==> config.mk <==
export PLATFORM = sky130hd
export DESIGN_NAME = apsp_ctrl
export DESIGN_NICKNAME = d
export VERILOG_FILES = /design/src/rtl/apsp_pkg.sv /design/src/rtl/apsp_ctrl.sv
export SDC_FILE = /design/constraint.sdc
export NUM_CORES = 1
export LEC_CHECK = 0
export CORE_AREA = 2 2 39 41
export DETAILED_ROUTE_END_ITERATION = 8
export DIE_AREA = 0 0 41 43
export DONT_BUFFER_PORTS = 1
export PLACE_DENSITY_LB_ADDON = 0.05
export SYNTH_ARGS = -nofsm -noshare
export SYNTH_HDL_FRONTEND = slang
export SYNTH_SLANG_ARGS = --single-unit
==> constraint.sdc <==
create_clock -name clk -period 2 [get_ports clk]
set_clock_uncertainty 0.2 [all_clocks]
set_input_delay 0.4 -clock clk [delete_from_list [all_inputs] [get_ports clk]]
set_output_delay 0.4 -clock clk [all_outputs]
set_load 0.01 [all_outputs]
==> src/rtl/apsp_pkg.sv <==
// Shared widths, codes and controller/datapath structs of the shortest-path core.
`default_nettype none

package apsp_pkg;

	// Field widths of the item and result words.
	localparam int KIND_W     = 2;
	localparam int VTX_W      = 6;
	localparam int WEIGHT_W   = 16;
	localparam int DIST_OUT_W = 23;
	localparam int PRED_W     = 6;
	localparam int VC_W       = 7;
	localparam int DIST_W     = 24;

	// Distance table codes: all ones means no path; finite values saturate below it.
	localparam logic [DIST_W-1:0] DIST_INF = 24'hFF_FFFF;
	localparam logic [DIST_W-1:0] DIST_MAX = 24'h7F_FFFF;

	localparam logic [VC_W-1:0] VC_RESET = 7'd64;

	// Default sizes handed to the top level.
	localparam int MAX_VERTICES_DEF = 64;
	localparam int WEIGHT_BITS_DEF  = 16;

	typedef enum logic [KIND_W-1:0] {
		KIND_CLEAR = 2'd0,
		KIND_EDGE  = 2'd1,
		KIND_SOLVE = 2'd2,
		KIND_QUERY = 2'd3
	} kind_t;

	// Commands from the controller to the datapath.
	typedef struct packed {
		logic load_item;
		logic clr_step;
		logic edge_rd;
		logic wr_ab;
		logic wr_ba;
		logic query_rd;
		logic load_result;
		logic k_clr;
		logic k_inc;
		logic i_clr;
		logic i_inc;
		logic j_clr;
		logic j_inc;
		logic ik_rd;
		logic ik_cap;
		logic kj_rd;
		logic relax;
	} ctl_cmd_t;

	// Status from the datapath to the controller.
	typedef struct packed {
		kind_t kind;
		logic  in_range;
		logic  n_zero;
		logic  ab_inf;
		logic  ba_inf;
		logic  self_loop;
		logic  ik_inf;
		logic  clr_last;
		logic  j_last;
		logic  i_last;
		logic  k_last;
	} ctl_sts_t;

endpackage

`default_nettype wire

==> src/rtl/apsp_ctrl.sv <==
// Controller state machine that sequences clears, edge loads, the relaxation loop and queries.
`default_nettype none

module apsp_ctrl import apsp_pkg::*; (
	input  wire logic     clk,
	input  wire logic     arst_n,
	input  wire logic     in_valid,
	output logic          in_ready,
	output logic          out_valid,
	input  wire logic     out_ready,
	input  wire ctl_sts_t sts,
	output ctl_cmd_t      cmd
);

	typedef enum logic [3:0] {
		ST_INIT,
		ST_IDLE,
		ST_DISPATCH,
		ST_CLEAR,
		ST_EDGE_AB,
		ST_EDGE_BA,
		ST_IK_RD,
		ST_IK_CHK,
		ST_KJ_RD,
		ST_RELAX,
		ST_DONE
	} state_t;

	state_t state_q;
	state_t state_nxt;
	logic   out_valid_q;

	assign in_ready  = (state_q == ST_IDLE);
	assign out_valid = out_valid_q;

	// Next state and commands. Leaving a row steps i, then k, then finishes.
	always_comb begin
		cmd       = '0;
		state_nxt = state_q;
		unique case (state_q)
			ST_INIT: begin
				cmd.clr_step = 1'b1;
				if (sts.clr_last) begin
					state_nxt = ST_IDLE;
				end
			end
			ST_IDLE: begin
				if (in_valid) begin
					cmd.load_item = 1'b1;
					state_nxt     = ST_DISPATCH;
				end
			end
			ST_DISPATCH: begin
				unique case (sts.kind)
					KIND_CLEAR: begin
						state_nxt = ST_CLEAR;
					end
					KIND_EDGE: begin
						if (sts.in_range) begin
							cmd.edge_rd = 1'b1;
							state_nxt   = ST_EDGE_AB;
						end else begin
							state_nxt = ST_DONE;
						end
					end
					KIND_SOLVE: begin
						if (sts.n_zero) begin
							state_nxt = ST_DONE;
						end else begin
							cmd.k_clr = 1'b1;
							cmd.i_clr = 1'b1;
							state_nxt = ST_IK_RD;
						end
					end
					KIND_QUERY: begin
						cmd.query_rd = 1'b1;
						state_nxt    = ST_DONE;
					end
				endcase
			end
			ST_CLEAR: begin
				cmd.clr_step = 1'b1;
				if (sts.clr_last) begin
					state_nxt = ST_DONE;
				end
			end
			ST_EDGE_AB: begin
				cmd.wr_ab = sts.ab_inf;
				state_nxt = ST_EDGE_BA;
			end
			ST_EDGE_BA: begin
				// A self loop has a single diagonal entry, already handled.
				cmd.wr_ba = sts.ba_inf && !sts.self_loop;
				state_nxt = ST_DONE;
			end
			ST_IK_RD: begin
				cmd.ik_rd = 1'b1;
				state_nxt = ST_IK_CHK;
			end
			ST_IK_CHK: begin
				if (sts.ik_inf) begin
					if (!sts.i_last) begin
						cmd.i_inc = 1'b1;
						state_nxt = ST_IK_RD;
					end else if (!sts.k_last) begin
						cmd.k_inc = 1'b1;
						cmd.i_clr = 1'b1;
						state_nxt = ST_IK_RD;
					end else begin
						state_nxt = ST_DONE;
					end
				end else begin
					cmd.ik_cap = 1'b1;
					cmd.j_clr  = 1'b1;
					state_nxt  = ST_KJ_RD;
				end
			end
			ST_KJ_RD: begin
				cmd.kj_rd = 1'b1;
				state_nxt = ST_RELAX;
			end
			ST_RELAX: begin
				cmd.relax = 1'b1;
				if (!sts.j_last) begin
					cmd.j_inc = 1'b1;
					state_nxt = ST_KJ_RD;
				end else if (!sts.i_last) begin
					cmd.i_inc = 1'b1;
					state_nxt = ST_IK_RD;
				end else if (!sts.k_last) begin
					cmd.k_inc = 1'b1;
					cmd.i_clr = 1'b1;
					state_nxt = ST_IK_RD;
				end else begin
					state_nxt = ST_DONE;
				end
			end
			ST_DONE: begin
				// The result register is loaded once the previous word has left.
				if (!out_valid_q || out_ready) begin
					cmd.load_result = 1'b1;
					state_nxt       = ST_IDLE;
				end
			end
			default: begin
				state_nxt = ST_INIT;
			end
		endcase
	end

	// State and the output valid flag.
	always_ff @(posedge clk or negedge arst_n) begin
		if (!arst_n) begin
			state_q     <= ST_INIT;
			out_valid_q <= 1'b0;
		end else begin
			state_q <= state_nxt;
			if (cmd.load_result) begin
				out_valid_q <= 1'b1;
			end else if (out_ready) begin
				out_valid_q <= 1'b0;
			end
		end
	end

endmodule

`default_nettype wire

# After elaboration in Yosys (flattened, before gate mapping)
# Cells that the tools add are included.
[totals]
reg_bits = 5
input_bits = 16
output_inout_bits = 19
elab_cells = 72
[classes]
n_eq_ne = 17
mux = 44
n_reduce_logical = 9
[ops]
columns = ["operator", "n"]
rows = [
  ["case mux 4 bit (11 select lines)", 1],
  ["two-way mux 4 bit", 10],
  ["two-way mux 1 bit", 25],
  ["== test 4 x 3 -> 1 bit, second input constant", 4],
  ["case mux 4 bit (4 select lines)", 1],
  ["== test 4 bit, second input constant", 3],
  ["== test 4 x 2 -> 1 bit, second input constant", 2],
  ["inequality test 2 bit, second input constant", 4],
  ["two-way mux 3 bit", 2],
  ["== test 2 bit, second input constant", 2],
  ["== test 4 x 1 -> 1 bit, second input constant", 1],
  ["zero test 4 bit", 1],
  ["two-way mux 2 bit", 2],
  ["case mux 1 bit (2 select lines)", 2],
  ["AND reduction 4 bit", 1],
  ["case mux 1 bit (3 select lines)", 1],
  ["== test 2 x 1 -> 1 bit, second input constant", 1],
  ["zero test 1 bit", 2],
  ["zero test 2 bit", 1],
  ["nonzero test 2 bit", 1],
  ["OR reduction 2 bit", 1],
  ["logical AND 1 bit", 1],
  ["logical OR 1 bit", 1],
]

# Longest topological paths before layout
[depth]
word_depth = 5
depth_mapped = 5
ltp_nobuf = 4

# Worst setup path after synthesis
# OpenSTA, ideal clock, no wires.
[synth_path]
path_kind = "reg-to-output"
from = "register state_q[3]"
to = "output cmd[5] in the netlist's numbering"
t_arrival_ps = 1316
t_required_ps = 1400
setup_slack_ps = 84
path_stages_with_launch = 5
n_path_buf = 2
cell_sequence = "dfrtp_1 -> buf_4 -> nand2b_1 -> nor3_1 -> buf_4"
[synth_rtl]
columns = ["element", "line_no", "source"]
rows = [
  ["start, declared", "apsp_ctrl.sv:29", "state_t state_q;"],
  ["start signal, assigned", "apsp_ctrl.sv:157", "state_q <= state_nxt;"],
  ["end, declared", "apsp_ctrl.sv:12", "output ctl_cmd_t cmd"],
]

==> impl_results.md <==
* Data required time of the critical path at 1.40 ns
* # H-tree levels at 1
* Die height at 43 um
* Fmax at between 400 and 500 MHz
* Failing checks: negative setup slack
* Clock tree sinks at 5
* Synth cell types at 42
* Total global routing overflow at 0
* Slew Limit Fails at 0
* Hold Fails Final Rpt at 0
* Max Buffers Root-to-Sink at 2
* Via/cell ratio at 6.12
* Top cell type's share of synthesized area at 0.197
* Largest net degree at the start of global routing at 9
* Cell Pwr Density at roughly 1500 nW/um^2
* Crit path capture type: output port
* Hold WS at 0.103 ns
* Total CTS buffers at 3
* Sequential cell area at about 130 sq um
* CTS tree: yes
* Yosys warns at 0
* Vias in the first global route at 694
* Max Cap Viol at 0
* CP Class: flip-flop to output port
* Mapped cell area at 634 sq um
* Placed cells at 106
* CP Launch Type: flip-flop
* Fin crit share at 1.03
* Initial Util at 0.458
* Area occupied by multi-input gates at 526 sq um
* Fillcell total at 127
* Data arrival time of the worst path at 1.46 ns
* Antenna diodes at 0
* Share of layout cells above drive strength 1 at 0.519
* Syn Area/Cell at 7.93 sq um
* Pwr Total at 1.42 mW
* Skew-Pair Late Insertion Delay at 0.26 ns
* Dpl ws at approximately 0.13 ns
* Drt first pass iters at 4
* IO Pins at 35
* Layout Nets at 123
* Placer congestion estimate at 0.844
* Detail Route Antenna Nets at 0
* Maximum VDD drop at 0.698 mV
* Cell taking the most area after synthesis: dfrtp_1
* Die width at 41 um
* Mapped Nets at 96
* Final setup viols at 3
* Die Footprint at around 1800 sq um
* Status: finished, violations left
* Synthesized flop and latch total at 5
* Area growth syn-to-layout at 46.5%
* First-pass GRT wire length at 3120 um
* IO buf count at 0
* Leakage power at 0.403 nW
* Initial antenna violation count at 0
* Max FO, Critical Path at 6
* RSZ-0062 raised after global routing: yes
* Core area at 1380 sq um
* Top cells by area, synth: dfrtp_1 (20%), nand2b_1 (4.9%), nor2_1 (4.7%)
* Final Critical Period at 2.06 ns
* DRC viols at 0
* Seq/Total Area, Yosys at 0.197
* Drt total wl at roughly 2000 um
* Row count at 14
* Non-filler cells, final at 122
* Final WS setup at -0.0623 ns
* DR iter-0 viols at 15
* Post-DP HPWL at 1390 um
* Clock tree root driver cell: clkbuf_4
* Tot GR Track Use at 0.266
* Relative slew slack at 0.746
* Least-Margin Pin Slew at 0.378 ns
* Drt wl/cell at 16.4 um
* Post-Synthesis Cells at 80
* Via count at 747
* Worst Hold Class: input pin to flip-flop
* Clock transition at the registers of the reported paths at 0.04 ns
## synthesized netlist by cell type, drive strengths merged
| cell type | count |
|---|---|
| nor4 | 4 |
| a22oi | 1 |
| o211a | 1 |
| and3 | 2 |
| inv | 4 |
| nand2b | 5 |
| a21o | 1 |
| nand4bb | 1 |
| or2b | 1 |
| dfrtp | 5 |
| o21ai | 2 |
| and4bb | 1 |
| o31ai | 1 |
| o2bb2ai | 2 |
| nor2 | 9 |
| a21oi | 4 |
| and4b | 1 |
| o41ai | 1 |
| buf | 5 |
| or2 | 1 |
| and2 | 1 |
| nor3b | 1 |
| nand3b | 2 |
| mux2 | 1 |
| o22ai | 1 |
| nor2b | 3 |
| o221ai | 1 |
| a31o | 1 |
| nand2 | 7 |
| o32a | 1 |
| a31oi | 1 |
| nand4 | 1 |
| nor3 | 7 |
## stage by stage
step | TNS (ns) | area [sq um] | util
2_1_floorplan | 0 | 634 | -
6_report | -0.149 | 930 | 0.672
3_5_place_dp | 0 | 724 | 0.524
4_1_cts | -0.204 | 865 | 0.625
3_3_place_gp | 0 | 724 | 0.524
5_1_grt | -0.376 | 930 | 0.672
## final cells by class
type                            count  share of cell area
Multi-Input combinational cell     66               0.565
Timing Repair Buffer               27               0.229
Sequential cell                     5               0.140
Clock buffer                        4              0.0283
Tap cell                           16              0.0215
Inverter                            4              0.0162
## final timing paths
kind | to | startpoint | slack (ns) | depth (start not counted)
worst max-delay path | cmd[7] | state_q[3] | -0.06 | 4
worst min-delay path | state_q[2] | sts[2] | 0.10 | 2
worst max register to register | state_q[3] | state_q[0] | 0.15 | 6
worst min register to register | out_valid | out_valid | 0.41 | 2
max in group asynchronous | state_q[2] | arst_n | 1.13 | 1
min in group asynchronous | out_valid | arst_n | 0.24 | 1
## per-layer routing
layer	GRT usage	routed length [um]
met2	0.372	1020
met4	0.160	8
met5	0	0
met3	0.0995	191
met1	0.331	774
## critical path, cell delays in order, from the launching register on
cell and delay, ns:
dfrtp_2 0.45, and4bb_1 0.23, o21ai_2 0.21, nor3b_2 0.08, or2_1 0.25
## sequential cells by signal (all words and copies together) (netlist names)
name and flops:
state_q 4, out_valid 1
## kinds of logic (layout without fill, tap and decap cells)
kind of cell | after synthesis | in the layout | share of synthesized area
simple gates | 47 | 47 | 0.479
compound gates | 18 | 18 | 0.209
buf+inv | 9 | 35 | 0.0907
flops | 5 | 5 | 0.197
mux | 1 | 1 | 0.0237
## timing repair
item	in CTS	in global routing
pin swaps	7	8
buffers inserted	8	3
setup endpoints to repair	10	10
endpoints found under the hold margin	5	0
resized for setup	12	9
hold buffers	1	0
## cells in the final DEF, fill, tap and decap left out, drive strengths merged, types with 2 or more instances in the layout
cell,Yosys,routed
clkbuf,0,4
dfrtp,5,5
nand3b,2,2
nand2,7,7
buf,5,26
nor2b,3,3
a21oi,4,4
nor2,9,9
nand2b,5,5
nor4,4,4
nor3,7,7
o21ai,2,2
o2bb2ai,2,2
inv,4,4
and3,2,2
## where the power goes
group / switching, mW / internal (mW)
sequential: 0.0768 / 0.157
combinational: 0.530 / 0.530
clock: 0.0513 / 0.0761
Power figures use the tool's default switching activity.
